<file path="src/agr_pkg.sv">
// Shared constants, types and codes of the audio group router with crossfade.
`default_nettype none
package agr_pkg;

  localparam int CHANNELS     = 8;
  localparam int SAMPLE_WIDTH = 24;
  localparam int MAX_FADE_MS  = 1000;

  localparam int CH_IDX_W  = $clog2(CHANNELS);
  localparam int GROUP_W   = 4;
  localparam int TRANS_W   = 10;
  localparam int ELAPSED_W = $clog2(MAX_FADE_MS + 1);
  localparam int CFG_IDX_W = 2;
  localparam int CFG_W     = 10;
  localparam int WGT_W     = 16;
  localparam int DIV_STEPS = 4;
  localparam int IDX_W     = 11;

  localparam logic [CFG_IDX_W-1:0] REG_GROUP_CHANNELS = 2'd0;
  localparam logic [CFG_IDX_W-1:0] REG_INPUT_GROUP    = 2'd1;
  localparam logic [CFG_IDX_W-1:0] REG_OUTPUT_GROUP   = 2'd2;
  localparam logic [CFG_IDX_W-1:0] REG_TRANSITION_MS  = 2'd3;

  localparam logic CMD_FRAME = 1'b0;
  localparam logic CMD_TICK  = 1'b1;

  localparam logic [GROUP_W-1:0]   GROUP_RESET = 4'd1;
  localparam logic [TRANS_W-1:0]   TRANS_RESET = 10'd100;
  localparam logic [ELAPSED_W-1:0] ELAPSED_MAX = ELAPSED_W'(MAX_FADE_MS);

  typedef logic signed [SAMPLE_WIDTH-1:0] sample_t;

  typedef enum logic [1:0] {
    ST_IDLE,
    ST_DIV,
    ST_MUL,
    ST_SUM
  } agr_state_t;

  typedef struct packed {
    logic mul_en;
    logic sum_en;
    logic fade;
  } lane_ctrl_t;

  typedef struct packed {
    logic [GROUP_W-1:0] gc;
    logic [GROUP_W-1:0] in_g;
    logic [GROUP_W-1:0] out_g;
    logic [GROUP_W-1:0] prev_in_g;
    logic [GROUP_W-1:0] prev_out_g;
  } route_t;

endpackage
`default_nettype wire

</file>
<file path="src/agr_divider.sv">
// Restoring divider for the Q0.16 fade weight, several quotient bits a cycle.
`default_nettype none
module agr_divider (
  input  wire logic                           clk,
  input  wire logic                           rst,
  input  wire logic                           start,
  input  wire logic [agr_pkg::ELAPSED_W-1:0]  num,
  input  wire logic [agr_pkg::TRANS_W-1:0]    den,
  output      logic [agr_pkg::WGT_W-1:0]      quot,
  output      logic                           done
);

  localparam int TW     = agr_pkg::TRANS_W;
  localparam int QW     = agr_pkg::WGT_W;
  localparam int STEPS  = agr_pkg::DIV_STEPS;
  localparam int CYCLES = QW / STEPS;
  localparam int CNT_W  = (CYCLES > 1) ? $clog2(CYCLES) : 1;
  localparam logic [CNT_W-1:0] CNT_LAST = CNT_W'(CYCLES - 1);

  logic [TW-1:0]    rem;
  logic [TW-1:0]    rem_next;
  logic [QW-1:0]    quot_next;
  logic [CNT_W-1:0] cnt;
  logic             busy;

  assign done = busy && (cnt == CNT_LAST);

  always_comb begin
    logic [TW:0] r2;
    logic        qb;
    rem_next  = rem;
    quot_next = quot;
    for (int k = 0; k < STEPS; k++) begin
      r2 = {rem_next, 1'b0};
      qb = (r2 >= {1'b0, den});
      if (qb) begin
        r2 = r2 - {1'b0, den};
      end
      rem_next  = r2[TW-1:0];
      quot_next = {quot_next[QW-2:0], qb};
    end
  end

  always_ff @(posedge clk) begin
    if (rst) begin
      busy <= 1'b0;
      cnt  <= '0;
    end else if (start) begin
      busy <= 1'b1;
      cnt  <= '0;
    end else if (busy) begin
      cnt <= cnt + 1'b1;
      if (cnt == CNT_LAST) begin
        busy <= 1'b0;
      end
    end
  end

  always_ff @(posedge clk) begin
    if (start) begin
      rem  <= TW'(num);
      quot <= '0;
    end else if (busy) begin
      rem  <= rem_next;
      quot <= quot_next;
    end
  end

endmodule
`default_nettype wire

</file>
<file path="config.mk">
export PLATFORM = sky130hd
export DESIGN_NAME = agr_divider
export DESIGN_NICKNAME = d
export VERILOG_FILES = /design/src/agr_pkg.sv /design/src/agr_divider.sv
export SDC_FILE = /design/constraint.sdc
export NUM_CORES = 1
export LEC_CHECK = 0
export BUFFER_PORTS_ARGS = -buffer_cell sky130_fd_sc_hd__buf_2
export CAP_MARGIN = 40
export CORE_ASPECT_RATIO = 1.5
export CORE_UTILIZATION = 40
export DETAILED_ROUTE_END_ITERATION = 8
export GPL_TIMING_DRIVEN = 0
export PLACE_DENSITY_LB_ADDON = 0.1
export REMOVE_ABC_BUFFERS = 1
export SYNTH_ARGS = -nofsm -noshare
export SYNTH_HDL_FRONTEND = slang
export SYNTH_SLANG_ARGS = --single-unit
</file>
<file path="constraint.sdc">
create_clock -name clk -period 8.8 [get_ports clk]
set_input_delay 1.76 -clock clk [delete_from_list [all_inputs] [get_ports clk]]
set_output_delay 1.76 -clock clk [all_outputs]
set_load 0.05 [all_outputs]
</file>
== Word level (Yosys, flattened, before mapping) ==
Index checks and enable logic that the tools add are counted.
Word-level totals
  register bits after elaboration: 29
  input bits: 23
  output and inout bits: 17
  logic and storage cells: 26
Operators by class
  add/sub/neg operators: 5
  $lt $le $gt $ge: 4
  equality and inequality tests: 1
  mux-type cells: 9
  reductions and logical operators: 3
Operator list (count)
  $mux W10: 6
  $ge A11 B10 Y1: 4
  $sub A10 B10 Y10: 4
  $mux W1: 3
  $add A2 B1 Y2 const B: 1
  $eq A2 B2 Y1 const B: 1
  $reduce_bool A2 Y1: 1
  $reduce_or A2 Y1: 1
  $logic_and A1 B1 Y1: 1

== Longest topological paths before layout ==
  depth after elaboration: 10
  mapped depth: 40

== Worst setup path after synthesis ==
No wires, ideal clock.
  kind: input -> register
  start point: input port den[6] (netlist bit)
  end point: register rem[2] (data pin)
  setup time: 0.259 ns
  arrival: 9.292 ns
  data required time: 8.541 ns
  slack: -0.751 ns
  cell stages on the path: 36
  buffers on the path: 2
  path through: inv_1 ha_1 o211ai_1 a21boi_0 o21ai_0 o31ai_1 mux2i_1 inv_1 ha_1 a2111o_1 o2111ai_1 nand2_1 a221oi_4 nand2_4 mux2_2 ha_1 o211a_1 a211oi_1 a31oi_1 a31oi_1 o211ai_1 nor3b_4 or2_1 buf_6 mux2_4 ha_1 a21oi_1 a31oi_1 nor4_1 a21oi_1 o22a_1 a21oi_1 o311a_1 buf_6 nor4_1 a211o_1
On the way
  word-level cells in the longest chain between the ends: 10
RTL lines
  start, declared: RTL line agr_divider.sv:8  | input wire logic [agr_pkg::TRANS_W-1:0] den,
  $sub A10 B10 Y10 / $ge A11 B10 Y1 (equally long branches): RTL line agr_divider.sv:37, agr_divider.sv:35
  $mux W10: RTL line agr_divider.sv:36  | if (qb) begin
  $sub A10 B10 Y10 / $ge A11 B10 Y1 (equally long branches): RTL line agr_divider.sv:37, agr_divider.sv:35
  $mux W10: RTL line agr_divider.sv:36
  $sub A10 B10 Y10 / $ge A11 B10 Y1 (equally long branches): RTL line agr_divider.sv:37, agr_divider.sv:35
  $mux W10: RTL line agr_divider.sv:36
  $ge A11 B10 Y1 / $sub A10 B10 Y10 (equally long branches): RTL line agr_divider.sv:35, agr_divider.sv:37
  $mux W10 *: RTL line agr_divider.sv:36
  $mux W10 *: RTL line agr_divider.sv:63  | end else if (busy) begin
  $mux W10 *: RTL line agr_divider.sv:60  | if (start) begin
  end signal, assigned: RTL line agr_divider.sv:61  | rem <= TW'(num);
  end signal, assigned: RTL line agr_divider.sv:64  | rem <= rem_next;
  end, declared: RTL line agr_divider.sv:20  | logic [TW-1:0] rem;
Mark *: on every way between the ends. The rest lies on a longest branch, timed or not. The select of a mux whose other input is x is not followed.
A chain may end at the register's enable or synchronous reset.

== Worst setup path in the final report ==
Same ends and word-level chain as after synthesis.

==> impl_results.md <==
* Multi-input gate area at 2980 µm²
* Commonest non-fill, non-tap cell in the layout: buf_4
* Largest net degree at the start of global routing at 50
* Post-synth ARST share at 0
* Clk_skew at 0.00455 ns
* Dpl hpwl at 7300 µm
* First DRT Iteration DRCs at 80
* Post-synth cell types at 61
* Post-Syn Instances at 397
* Arr. time, crit path at 9.17 ns
* Fmax at 109 MHz
* Vias in the first global route at 3,264
* H-tree depth at 2
* Gr ovfl total at 0
* Crit Path Category: in2reg
* Core area at 8160 µm²
* CTS Buffer Depth at 2
* DIE HEIGHT at 115 µm
* CTS tree: done
* TritonCTS Buffers at 5
* Sequential Area at 681 µm²
* Max cap viols at 0
* Gr usage total at 0.237
* Diodes inserted at 0
* Router iterations before antenna repair at 4
* Mapped Area at 3410 µm²
* Placer Congestion at 0.842
* WL final at 10,300 µm
* Final Worst Setup Slack at -0.337 ns
* Final hold viol count at 0
* Seq/Total Area, Yosys at 0.200
* Clock-pin slew on the worst setup and hold paths at 0.05 ns
* EDFF count, synth at 10
* Root Buffer: clkbuf_16
* Synth area leader: ha_1
* Die Area at 8900 µm²
* Synth top area share at 0.140
* Inst Count DP at 519
* Max-slew headroom at 0.453
* Worst-margin pin slew at 0.821 ns
* Status: complete, but fails checks
* Layout Nets at 549
* Initial Util at 0.418
* Main synth FF type: dfxtp_1
* Highest-count cells in the layout ignoring fill and taps: buf_4 (57), nor2_1 (46), buf_2 (33)
* Sink Count at 29
* Filler Cells Inserted at 738
* Crit-path slowest cell: a2111o_1
* Yosys warning total at 0
* Initial antenna violation count at 0
* Worst setup SP type: input port
* Area contributors post-synth: ha_1 (14%), dfxtp_1 (11%), edfxtp_1 (8.8%), nor2_1 (5.2%), mux2i_1 (4.7%)
* Horiz. Die Dim at 77.4 µm
* Crit end category: register
* Clk Latency, worst-skew pair at 0.28 ns
* Worst hold slack at 0.490 ns
* Crit Path Max Fanout at 8
* Hold Crit Class: reg2reg
* CP most frequent cell: ha_4
* Tcrit/Tclk final at 1.04
* Via density at 5.59
* Final Util at 0.593
* Min cycle time layout at 9.14 ns
* Failing checks: setup timing
* Area Overhead vs Synth at 41.9%
* DRC at 0
* Dpl ws at -2.96 ns
* Cell row count at 40
* First-pass GRT wire length at 16,200 µm
* Critical Path RT at 8.83 ns
* RSZ-0062 raised after global routing: yes
* Drt wl/cell at 17.4 µm
* IO Count at 40
* Final setup violation count at 11
* Number of synthesized register bits at 29
* Max stage delay on crit path at 0.38 ns
* ANT nets after route at 0
* Pins over their slew limit at 0
* Final Non-Filler Cells at 593
* Share of layout cells above drive strength 1 at 0.406
* Via count at 3,317
* I/O Buffers at 39
* Hold Buf Count CTS at 0
* Syn avg cell area at 8.59 µm²
## layer usage
layer,track usage,up-vias,part of all wire
li1,-,1652,-
met1,0.250,1554,0.40
met2,0.448,79,0.53
met3,0.0214,32,0.022
met4,0.148,0,0.056
met5,0,-,0
## repair_timing
| item | in CTS | in global routing |
|---|---|---|
| setup buffers | 54 | 11 |
| resized for setup | 85 | 10 |
| cloned | 1 | 0 |
| endpoints found under the setup margin | 11 | 11 |
| pin swaps | 38 | 9 |
## metrics by stage
stage	setup TNS, ns	instance area, µm²
finish	-3.21	4840
global route	-7.22	4840
CTS	-5.02	4700
detailed placement	-30.64	3600
global placement	-31.44	3570
floorplan	-10.38	3240
## sequential cells by signal, indices dropped and copies added (netlist names)
| register | cells |
|---|---|
| busy | 1 |
| cnt | 2 |
| quot | 16 |
| rem | 10 |
## final cells by class
| type | count | share of cell area |
|---|---|---|
| tap | 105 | 0.0272 |
| clock inverter | 3 | 0.00362 |
| inverter | 19 | 0.0212 |
| timing repair buffer | 106 | 0.166 |
| multi-input combinational | 326 | 0.615 |
| clock buffer | 5 | 0.0259 |
| sequential | 29 | 0.141 |
## cells in the mapped netlist, drive strengths merged, types with 4 or more instances
master and count:
nor2b 5, dfxtp 19, nand4 5, xor2 11, a211oi 8, o21a 14
nand2b 6, edfxtp 10, nor3 12, xnor2 17, o311ai 8, a221oi 4
ha 38, o211ai 6, buf 19, a21oi 25, nand3b 7, clkbuf 5
a31oi 4, a21o 9, o21ai 17, mux2 15, nand2 20, nor2 47
inv 19, mux2i 16
## logic make-up after synthesis
group           Yosys count  synth area share
fa+ha+maj                39             0.145
simple gates            115             0.169
compound gates          112             0.242
buf+inv                  43            0.0694
xor+xnor                 28            0.0720
flops                    29             0.200
mux                      31             0.103
## worst max-delay path: cells and delay by family
| family | cells | cell delay, ns |
|---|---|---|
| AOI/OAI and AO/OA | 17 | 3.71 |
| adders and majority gates | 4 | 1.08 |
| buffers and inverters | 7 | 0.86 |
| muxes | 3 | 0.86 |
| and+or+nand+nor | 7 | 0.88 |
## worst paths after layout
kind	to	cells past startpoint	slack (ns)	start
max	rem[2]	38	-0.34	den[6]
min	quot[12]	2	0.49	quot[12]
max reg2reg	rem[2]	36	0.82	rem[4]
min reg2reg	quot[12]	2	0.49	quot[12]
Power is left out: the tool's default activity adds up to more than one toggle a clock period on the data nets, which glitch-free logic cannot reach.
