[src/agr_pkg.sv]
// Shared constants, types and codes of the audio group router with crossfade.
`default_nettype none
package agr_pkg;

  localparam int CHANNELS     = 8;
  localparam int SAMPLE_WIDTH = 24;
  localparam int MAX_FADE_MS  = 1000;

  localparam int CH_IDX_W  = $clog2(CHANNELS);
  localparam int GROUP_W   = 4;
  localparam int TRANS_W   = 10;
  localparam int ELAPSED_W = $clog2(MAX_FADE_MS + 1);
  localparam int CFG_IDX_W = 2;
  localparam int CFG_W     = 10;
  localparam int WGT_W     = 16;
  localparam int DIV_STEPS = 4;
  localparam int IDX_W     = 11;

  localparam logic [CFG_IDX_W-1:0] REG_GROUP_CHANNELS = 2'd0;
  localparam logic [CFG_IDX_W-1:0] REG_INPUT_GROUP    = 2'd1;
  localparam logic [CFG_IDX_W-1:0] REG_OUTPUT_GROUP   = 2'd2;
  localparam logic [CFG_IDX_W-1:0] REG_TRANSITION_MS  = 2'd3;

  localparam logic CMD_FRAME = 1'b0;
  localparam logic CMD_TICK  = 1'b1;

  localparam logic [GROUP_W-1:0]   GROUP_RESET = 4'd1;
  localparam logic [TRANS_W-1:0]   TRANS_RESET = 10'd100;
  localparam logic [ELAPSED_W-1:0] ELAPSED_MAX = ELAPSED_W'(MAX_FADE_MS);

  typedef logic signed [SAMPLE_WIDTH-1:0] sample_t;

  typedef enum logic [1:0] {
    ST_IDLE,
    ST_DIV,
    ST_MUL,
    ST_SUM
  } agr_state_t;

  typedef struct packed {
    logic mul_en;
    logic sum_en;
    logic fade;
  } lane_ctrl_t;

  typedef struct packed {
    logic [GROUP_W-1:0] gc;
    logic [GROUP_W-1:0] in_g;
    logic [GROUP_W-1:0] out_g;
    logic [GROUP_W-1:0] prev_in_g;
    logic [GROUP_W-1:0] prev_out_g;
  } route_t;

endpackage
`default_nettype wire

[src/agr_lane.sv]
// One output channel: picks new and old route sources; fades blend, round, saturate.
`default_nettype none
module agr_lane #(
  parameter int LANE = 0
) (
  input  wire logic                       clk,
  input  wire agr_pkg::lane_ctrl_t        ctrl,
  input  wire agr_pkg::route_t            routes,
  input  wire logic [agr_pkg::WGT_W-1:0]  wgt,
  input  wire agr_pkg::sample_t           smp [agr_pkg::CHANNELS],
  output      agr_pkg::sample_t           res
);

  localparam int SW     = agr_pkg::SAMPLE_WIDTH;
  localparam int WW     = agr_pkg::WGT_W;
  localparam int IW     = agr_pkg::IDX_W;
  localparam int CIW    = agr_pkg::CH_IDX_W;
  localparam int PROD_W = SW + WW + 2;
  localparam int ACC_W  = PROD_W + 1;
  localparam int R_W    = ACC_W - WW;

  localparam logic signed [IW-1:0]    IDX_ONE  = IW'(1);
  localparam logic signed [IW-1:0]    IDX_ZERO = '0;
  localparam logic signed [IW-1:0]    IDX_CH   = IW'(agr_pkg::CHANNELS);
  localparam logic signed [IW-1:0]    IDX_LANE = IW'(LANE);
  localparam logic signed [ACC_W-1:0] RND      = ACC_W'(1) << (WW - 1);
  localparam logic signed [R_W-1:0]   MAXV     = R_W'({1'b0, {(SW-1){1'b1}}});
  localparam logic signed [R_W-1:0]   MINV     = ~MAXV;

  typedef struct packed {
    logic           hit;
    logic [CIW-1:0] idx;
  } sel_t;

  function automatic sel_t route_sel(input logic [agr_pkg::GROUP_W-1:0] in_g,
                                     input logic [agr_pkg::GROUP_W-1:0] out_g,
                                     input logic [agr_pkg::GROUP_W-1:0] gc);
    logic signed [IW-1:0] gcs;
    logic signed [IW-1:0] d0;
    logic signed [IW-1:0] s0;
    logic signed [IW-1:0] i;
    logic signed [IW-1:0] s;
    sel_t                 r;
    gcs   = $signed(IW'(gc));
    d0    = ($signed(IW'(out_g)) - IDX_ONE) * gcs;
    s0    = ($signed(IW'(in_g)) - IDX_ONE) * gcs;
    i     = IDX_LANE - d0;
    s     = s0 + i;
    r.hit = (i >= IDX_ZERO) && (i < gcs) && (s >= IDX_ZERO) && (s < IDX_CH);
    r.idx = s[CIW-1:0];
    return r;
  endfunction

  sel_t                     sel_new;
  sel_t                     sel_old;
  agr_pkg::sample_t         v_new;
  agr_pkg::sample_t         v_old;
  logic signed [SW:0]       diff;
  logic signed [PROD_W-1:0] prod;
  agr_pkg::sample_t         new_r;
  agr_pkg::sample_t         old_r;
  logic signed [ACC_W-1:0]  acc;
  logic signed [R_W-1:0]    rnd;
  agr_pkg::sample_t         res_next;

  always_comb begin
    sel_new = route_sel(routes.in_g, routes.out_g, routes.gc);
    sel_old = route_sel(routes.prev_in_g, routes.prev_out_g, routes.gc);
    v_new   = sel_new.hit ? smp[sel_new.idx] : '0;
    v_old   = sel_old.hit ? smp[sel_old.idx] : '0;
    diff    = $signed({v_new[SW-1], v_new}) - $signed({v_old[SW-1], v_old});
  end

  // previous route at full scale plus (new - previous) * w
  always_ff @(posedge clk) begin
    if (ctrl.mul_en) begin
      prod  <= diff * $signed({1'b0, wgt});
      new_r <= v_new;
      old_r <= v_old;
    end
  end

  always_comb begin
    acc = ACC_W'($signed({old_r, {WW{1'b0}}})) + ACC_W'(prod) + RND;
    rnd = $signed(acc[ACC_W-1:WW]);
    if (!ctrl.fade) begin
      res_next = new_r;
    end else if (rnd > MAXV) begin
      res_next = MAXV[SW-1:0];
    end else if (rnd < MINV) begin
      res_next = MINV[SW-1:0];
    end else begin
      res_next = rnd[SW-1:0];
    end
  end

  always_ff @(posedge clk) begin
    if (ctrl.sum_en) begin
      res <= res_next;
    end
  end

endmodule
`default_nettype wire

[config.mk]
export PLATFORM = sky130hd
export DESIGN_NAME = agr_lane
export DESIGN_NICKNAME = d
export VERILOG_FILES = /design/src/agr_pkg.sv /design/src/agr_lane.sv
export SDC_FILE = /design/constraint.sdc
export NUM_CORES = 2
export LEC_CHECK = 0
export BUFFER_PORTS_ARGS = -buffer_cell sky130_fd_sc_hd__buf_2
export CAP_MARGIN = 20
export CORE_ASPECT_RATIO = 1.4
export CORE_MARGIN = 1
export CORE_UTILIZATION = 60
export DETAILED_ROUTE_END_ITERATION = 16
export PLACE_DENSITY = 0.86
export REMOVE_ABC_BUFFERS = 1
export SKIP_LAST_GASP = 1
export SYNTH_ARGS = -nofsm -noshare
export SYNTH_HDL_FRONTEND = slang
export SYNTH_SLANG_ARGS = --single-unit
[constraint.sdc]
create_clock -name clk -period 42.2 [get_ports clk]
set_input_delay 6.33 -clock clk [delete_from_list [all_inputs] [get_ports clk]]
set_output_delay 6.33 -clock clk [all_outputs]
set_load 0.005 [all_outputs]
* Yosys cells after proc, flatten, opt, wreduce, memory -nomap -nowiden *
Cells that the tools add are included.

cells by class
  add/sub/neg operators = 11
  multipliers = 5
  magnitude comparators = 12
  muxes and demuxes = 11
  bitwise gates (word level) = 2
  reduce and logical (&&, ||, !) cells = 6

operators by type and width
  operator                                                             number
  2-to-1 mux 24 bit                                                    9
  binary-select mux 24 bit (select 3 bit)                              2
  greater-or-equal comparator 11 x 1 -> 1 bit (second input constant)  4
  adder 40 x 42 -> 43 bit                                              1
  adder 43 x 17 -> 43 bit (second input constant)                      1
  multiplier 25 x 17 -> 42 bit                                         1
  multiplier 5 x 5 -> 10 bit                                           4
  greater-than comparator 27 x 24 -> 1 bit (second input constant)     1
  < comparator 27 x 24 -> 1 bit (second input constant)                1
  subtractor 24 x 24 -> 25 bit                                         1
  adder 10 x 11 -> 11 bit                                              2
  < comparator 11 x 5 -> 1 bit                                         2
  < comparator 11 x 5 -> 1 bit (second input constant)                 2
  subtractor 1 x 10 -> 11 bit (first input constant)                   2
  subtractor 4 x 1 -> 5 bit (second input constant)                    4
  greater-or-equal comparator 4 bit (second input constant)            2
  NOT 3 -> 4 bit                                                       2
  logical AND 1 bit                                                    6

word-level totals
  register bits = 114
  bits of input ports = 232

* Logic depth before layout (Yosys ltp) *
  word-level depth = 11
  mapped depth = 69

* Worst setup path after synthesis *
Ideal clock, no wire load.

  path type = in2reg
  start = input routes[8] (netlist name)
  end = register prod[41] (data pin)
  arrival = 21.186 ns
  data required time = 41.934 ns
  path slack = 20.748 ns
  stages on the path = 64
  cell sequence = inv_1 > ha_1 > nor3b_1 > nand2_1 > inv_1 > fa_1 > ha_1 > inv_1 > fa_1 > ha_1 > ha_1 > nand2b_1 > a21oi_1 > xor2_1 > inv_1 > fa_1 > inv_1 > fa_1 > [... 28 more ...] > fa_1 > fa_1 > inv_1 > fa_1 > fa_1 > inv_1 > fa_1 > inv_1 > ha_1 > and3_1 > a221oi_1 > nor2b_1 > and3_1 > a21oi_1 > a311o_1 > o22ai_1 > o41ai_1 > xnor2_1

on the way
  word-level cells in the longest chain between the ends = 11

RTL lines
  element                                                          RTL line        source
  from (decl)                                                      agr_lane.sv:8   input wire agr_pkg::route_t routes,
  subtractor 4 x 1 -> 5 bit *                                      agr_lane.sv:45  d0 = ($signed(IW'(out_g)) - IDX_ONE) * gcs;
  multiplier 5 x 5 -> 10 bit *                                     agr_lane.sv:45
  subtractor 1 x 10 -> 11 bit *                                    agr_lane.sv:47  i = IDX_LANE - d0;
  branches (longest 5 deep; another with adder 10 x 11 -> 11 bit)  n/a
  2-to-1 mux 24 bit *                                              agr_lane.sv:69  v_new = sel_new.hit ? smp[sel_new.idx] : '0;
  named net v_new[2]                                               agr_lane.sv:56  agr_pkg::sample_t v_new;
  subtractor 24 x 24 -> 25 bit *                                   agr_lane.sv:71  diff = $signed({v_new[SW-1], v_new}) - $signed({v_old[SW-1], v_old});
  multiplier 25 x 17 -> 42 bit *                                   agr_lane.sv:77  prod <= diff * $signed({1'b0, wgt});
  to (signal assigned)                                             agr_lane.sv:77
  to (decl)                                                        agr_lane.sv:59  logic signed [PROD_W-1:0] prod;

Mark *: on every way through the listed nets, which the timed path passes. The select of a mux whose other input is x is not followed.
A chain may end at the register's enable or synchronous reset.

* Final worst setup path *
  start = input routes[8] (netlist name)
  end = register prod[28] (data pin)

Same word-level chain as after synthesis.

==> results.rst <==
.. list-table::
   :header-rows: 1

   * - Metric
     - Value
   * - Status
     - complete, no violations
   * - Horiz. Die Dim
     - 189 um
   * - Xor/xnor share of the synthesized area
     - 0.0278
   * - Pin count of the biggest net entering global routing
     - 76
   * - Count of buffers from port buffering
     - approximately 260
   * - Filler cell count in the final layout
     - about 3.7k
   * - Cell type with the highest aggregate area in the netlist
     - sky130_fd_sc_hd__fa_1
   * - Slew at the pin closest to its max-slew limit
     - 1.12 ns
   * - Top post-synthesis cells by area
     - sky130_fd_sc_hd__fa_1, sky130_fd_sc_hd__ha_1, sky130_fd_sc_hd__edfxtp_1
   * - Post-CTS setup buffers
     - 0
   * - Post-synthesis compound-gate area fraction
     - 0.0971
   * - Number of enable flip-flop cells after synthesis
     - between 90 and 100
   * - Maximum VDD drop
     - 0.0319 mV
   * - Overall overflow remaining after global route
     - 0
   * - Final hold violations
     - 0
   * - Critical path class
     - in -> reg
   * - GRT Util Overall
     - 0.331
   * - Post-synthesis instance area
     - between 20,000 and 30,000 um2
   * - Max Slew Vio Count
     - 0
   * - Final Setup Violations
     - 0
   * - CTS Hold Bufs
     - 0
   * - Count of nets after finishing
     - ~4.2k
   * - Slack of the worst reg-to-reg path
     - 37.57 ns
   * - Remaining number of nets flagged by the antenna check after routing
     - 0
   * - Grt met1 use
     - 0.353
   * - Vias
     - about 24k
   * - Leading cell type by number of instances after synthesis
     - sky130_fd_sc_hd__inv_1
   * - Proportion of synthesized flip-flops having asynchronous set or reset
     - 0
   * - Largest fanout on the critical path
     - 26
   * - Peak Freq
     - about 43 MHz
   * - Clock H-tree levels
     - 3
   * - Maximum number of buffers from clock root to sink
     - 2
   * - Final weighted congestion of routability-driven global placement
     - 0.941
   * - Main synth FF type
     - sky130_fd_sc_hd__edfxtp_1
   * - Share of synthesized cell area in and, or, nand and nor gates
     - 0.145
   * - Total Negative Setup Slacks
     - 0 ns
   * - Distinct cells, synth
     - 78
   * - Die area
     - 49,800 um2
   * - Layout Area Growth over Synthesis
     - 7.09%
   * - Part of the power in combinational logic
     - 0.744
   * - Max-Slew Margin vs Limit
     - 0.250
   * - Wire length reported by the detailed router
     - a little under 80,000 um
   * - Number of instances in the synthesized netlist
     - 3,140
   * - Layout cell share with drive strength beyond 1
     - 0.140
   * - Psw
     - about 380 uW
   * - Via count of the first global-routing pass
     - 26.2k
   * - Fraction of the mapped netlist area in adder cells
     - 0.418
   * - Fraction of synthesized area in multiplexers
     - 0.102
   * - Path type of the worst min-delay path
     - reg -> reg
   * - Number of gates resized after cts
     - 0
   * - Average routed wire per standard cell
     - around 20 um
   * - Starting DRT DRC Count
     - approximately 1.6k
   * - Clk pwr share
     - 0.103
   * - Register share of total power
     - 0.153
   * - Synth Register Bits
     - between 90 and 100
   * - Time the worst path needs with I/O delays and setup
     - 23.18 ns
   * - Area of the core region
     - slightly below 50,000 um2
   * - Source of the worst hold timing path
     - new_r[23]
   * - Max incr delay on CP
     - 0.66 ns
   * - Fin util
     - 0.652
   * - Dominant combinational cell family by area after synthesis
     - adder cells
   * - Number of cells traversed by the worst register-to-register path
     - 12
   * - Most instantiated cells after synthesis
     - sky130_fd_sc_hd__inv_1, sky130_fd_sc_hd__fa_1, sky130_fd_sc_hd__nand2_1, sky130_fd_sc_hd__ha_1, sky130_fd_sc_hd__and2_1
   * - RSZ-0062 raised after global routing
     - false
   * - Latest clock arrival within the worst-skew pair
     - about 0.38 ns
   * - Cell depth of the worst min-delay path
     - 2
   * - Busiest layer in global routing
     - met2
   * - Detailed placement HPWL
     - approximately 65,000 um
   * - Clock transition at path regs
     - approximately 0.070 ns
   * - Final period util
     - 0.549
   * - Slowest stage cell on the critical path
     - sky130_fd_sc_hd__nor3b_1
   * - Antenna violations before repair
     - 3
   * - # DRC
     - 0
   * - Site Rows
     - 95
   * - Total number of yosys warnings
     - 0
   * - Worst R2R End
     - res[14]
   * - Most frequent cell on the critical path
     - sky130_fd_sc_hd__inv_1
   * - Initial Util
     - 0.609
   * - Crit Reg-Reg Startpoint
     - prod[16]
   * - Arrival time at the worst endpoint
     - about 23 ns
   * - Setup clock skew after layout
     - approximately 0.011 ns
   * - Count of TritonRoute iterations in the first routing pass
     - 6
   * - GRT met3 Usage
     - 0.0509
   * - Switching Share
     - 0.480
   * - Share of the synthesized area in the top cell type
     - 0.309
   * - Vertical extent of the die
     - about 260 um
   * - Vias per inst
     - just over 6
   * - CTS Buf Count
     - 9
   * - Power density over the cells
     - ~25 nW/um2
   * - Critical path data required time
     - ~42 ns
   * - First-pass GRT wire length
     - 130,000 um
   * - Worst-case hold path end point
     - res[23]
   * - Met2 routing resource usage after global routing
     - 0.599
   * - Internal power component
     - 409 uW
   * - Syn_area_per_cell
     - 9.34 um2
   * - Clock root buffer
     - sky130_fd_sc_hd__clkbuf_16
   * - Total leakage power
     - approximately 16 nW
   * - CTS tree
     - done
   * - Endpoint type of the worst setup path
     - flip-flop
   * - Number of max-cap violations
     - 0
   * - Startpoint kind of the worst setup timing path
     - primary input
   * - CTS Sinks
     - ~100
   * - Portion of the post-synthesis area used by sequential elements
     - 0.101
   * - IO Count
     - 256
[state kept, by name, indices dropped and copies added (netlist names)]
signal  flops
prod       27
new_r      24
old_r      24
res        24
[worst max-delay path by stage]
| stage | from | end | slack (ns) | depth (start not counted) |
|---|---|---|---|---|
| CTS | routes[8] | prod[28] | 19.26 | 65 |
| detailed placement | routes[8] | prod[41] | 18.88 | 62 |
| global route | routes[8] | prod[28] | 18.12 | 65 |
| global placement | routes[8] | prod[28] | 19.11 | 64 |
| finish | routes[8] | prod[28] | 19.02 | 65 |
| floorplan | routes[0] | prod[40] | 19.80 | 58 |
[area by class of cell]
class,count,area (um2),area share
antenna,2,5.00,0.000159
clock buffer,10,229,0.00729
clock inverter,6,48.8,0.00155
inverter,672,2520,0.0803
multi-input combinational,2208,23300,0.741
sequential,99,2970,0.0947
tap,630,788,0.0251
timing repair buffer,293,1570,0.0499
[through the flow]
| stage | hold WS [ns] | cells | setup WS [ns] | instance area (um2) | power (mW) |
|---|---|---|---|---|---|
| after floorplan | 0.508 | 2979 | 19.80 | 28600 | 0.541 |
| after global placement | 0.572 | 3901 | 19.11 | 31100 | 0.676 |
| after detailed placement | 0.551 | 3902 | 18.88 | 31100 | 0.695 |
| after CTS | 0.563 | 3918 | 19.26 | 31400 | 0.777 |
| after global routing | 0.638 | 3920 | 18.12 | 31400 | 0.850 |
| final | 0.577 | 3920 | 19.02 | 31400 | 0.787 |
[layout by cell type (no fill, tap or decap), types with 7 or more instances in the layout]
master,count
sky130_fd_sc_hd__inv_1,671
sky130_fd_sc_hd__fa_1,453
sky130_fd_sc_hd__nand2_1,277
sky130_fd_sc_hd__buf_2,254
sky130_fd_sc_hd__ha_1,251
sky130_fd_sc_hd__and2_1,126
sky130_fd_sc_hd__nor2_1,114
sky130_fd_sc_hd__edfxtp_1,99
sky130_fd_sc_hd__mux4_2,93
sky130_fd_sc_hd__o21ai_0,81
sky130_fd_sc_hd__nand3_1,70
sky130_fd_sc_hd__a21oi_1,62
sky130_fd_sc_hd__nand2b_1,56
sky130_fd_sc_hd__xnor2_1,52
sky130_fd_sc_hd__and3_1,49
sky130_fd_sc_hd__mux2i_1,44
sky130_fd_sc_hd__a21o_1,41
sky130_fd_sc_hd__buf_4,38
sky130_fd_sc_hd__xor2_1,36
sky130_fd_sc_hd__nor3_1,31
sky130_fd_sc_hd__nor2b_1,31
sky130_fd_sc_hd__mux2_2,29
sky130_fd_sc_hd__o211ai_1,26
sky130_fd_sc_hd__o21a_1,21
sky130_fd_sc_hd__nand3b_1,20
sky130_fd_sc_hd__o211a_1,15
sky130_fd_sc_hd__o2111ai_1,12
sky130_fd_sc_hd__a31oi_1,12
sky130_fd_sc_hd__a211oi_1,12
sky130_fd_sc_hd__a311oi_1,12
sky130_fd_sc_hd__o311ai_0,11
sky130_fd_sc_hd__nor3b_1,11
sky130_fd_sc_hd__a211o_1,11
sky130_fd_sc_hd__o2111a_1,10
sky130_fd_sc_hd__nand4_1,9
sky130_fd_sc_hd__a21boi_0,9
sky130_fd_sc_hd__clkbuf_16,9
sky130_fd_sc_hd__a221oi_1,7
sky130_fd_sc_hd__or3_1,7
sky130_fd_sc_hd__o21bai_1,7
[power by group through the flow]
stage	logic, mW	clock network (mW)	registers (mW)
finish	0.585	0.0814	0.120
global route	0.645	0.0846	0.121
CTS	0.575	0.0811	0.120
detailed placement	0.573	0	0.122
global placement	0.553	0	0.122
floorplan	0.420	0	0.121
[cell families (layout without fill, tap and decap cells)]
| kind of cell | after synthesis | count (layout) |
|---|---|---|
| compound gates | 397 | 397 |
| xor+xnor | 93 | 93 |
| fa+ha+maj | 708 | 708 |
| buf+inv | 833 | 981 |
| flops | 99 | 99 |
| mux | 171 | 171 |
| other cells | 0 | 2 |
| simple gates | 839 | 839 |
[routing by layer]
layer / up-vias / share of wire
met2: 1109 / 0.53
met5: - / 0
met3: 350 / 0.069
met1: 11800 / 0.33
li1: 10600 / -
met4: 0 / 0.069
[critical path: cells and delay by family]
family | cells | cell delay, ns
and+or+nand+nor | 10 | 3.09
adders and majority gates | 19 | 7.70
xor gates and xnor gates | 2 | 0.34
buffers and inverters | 16 | 1.60
AOI/OAI and AO/OA | 18 | 4.22
Power figures use the tool's default switching activity.
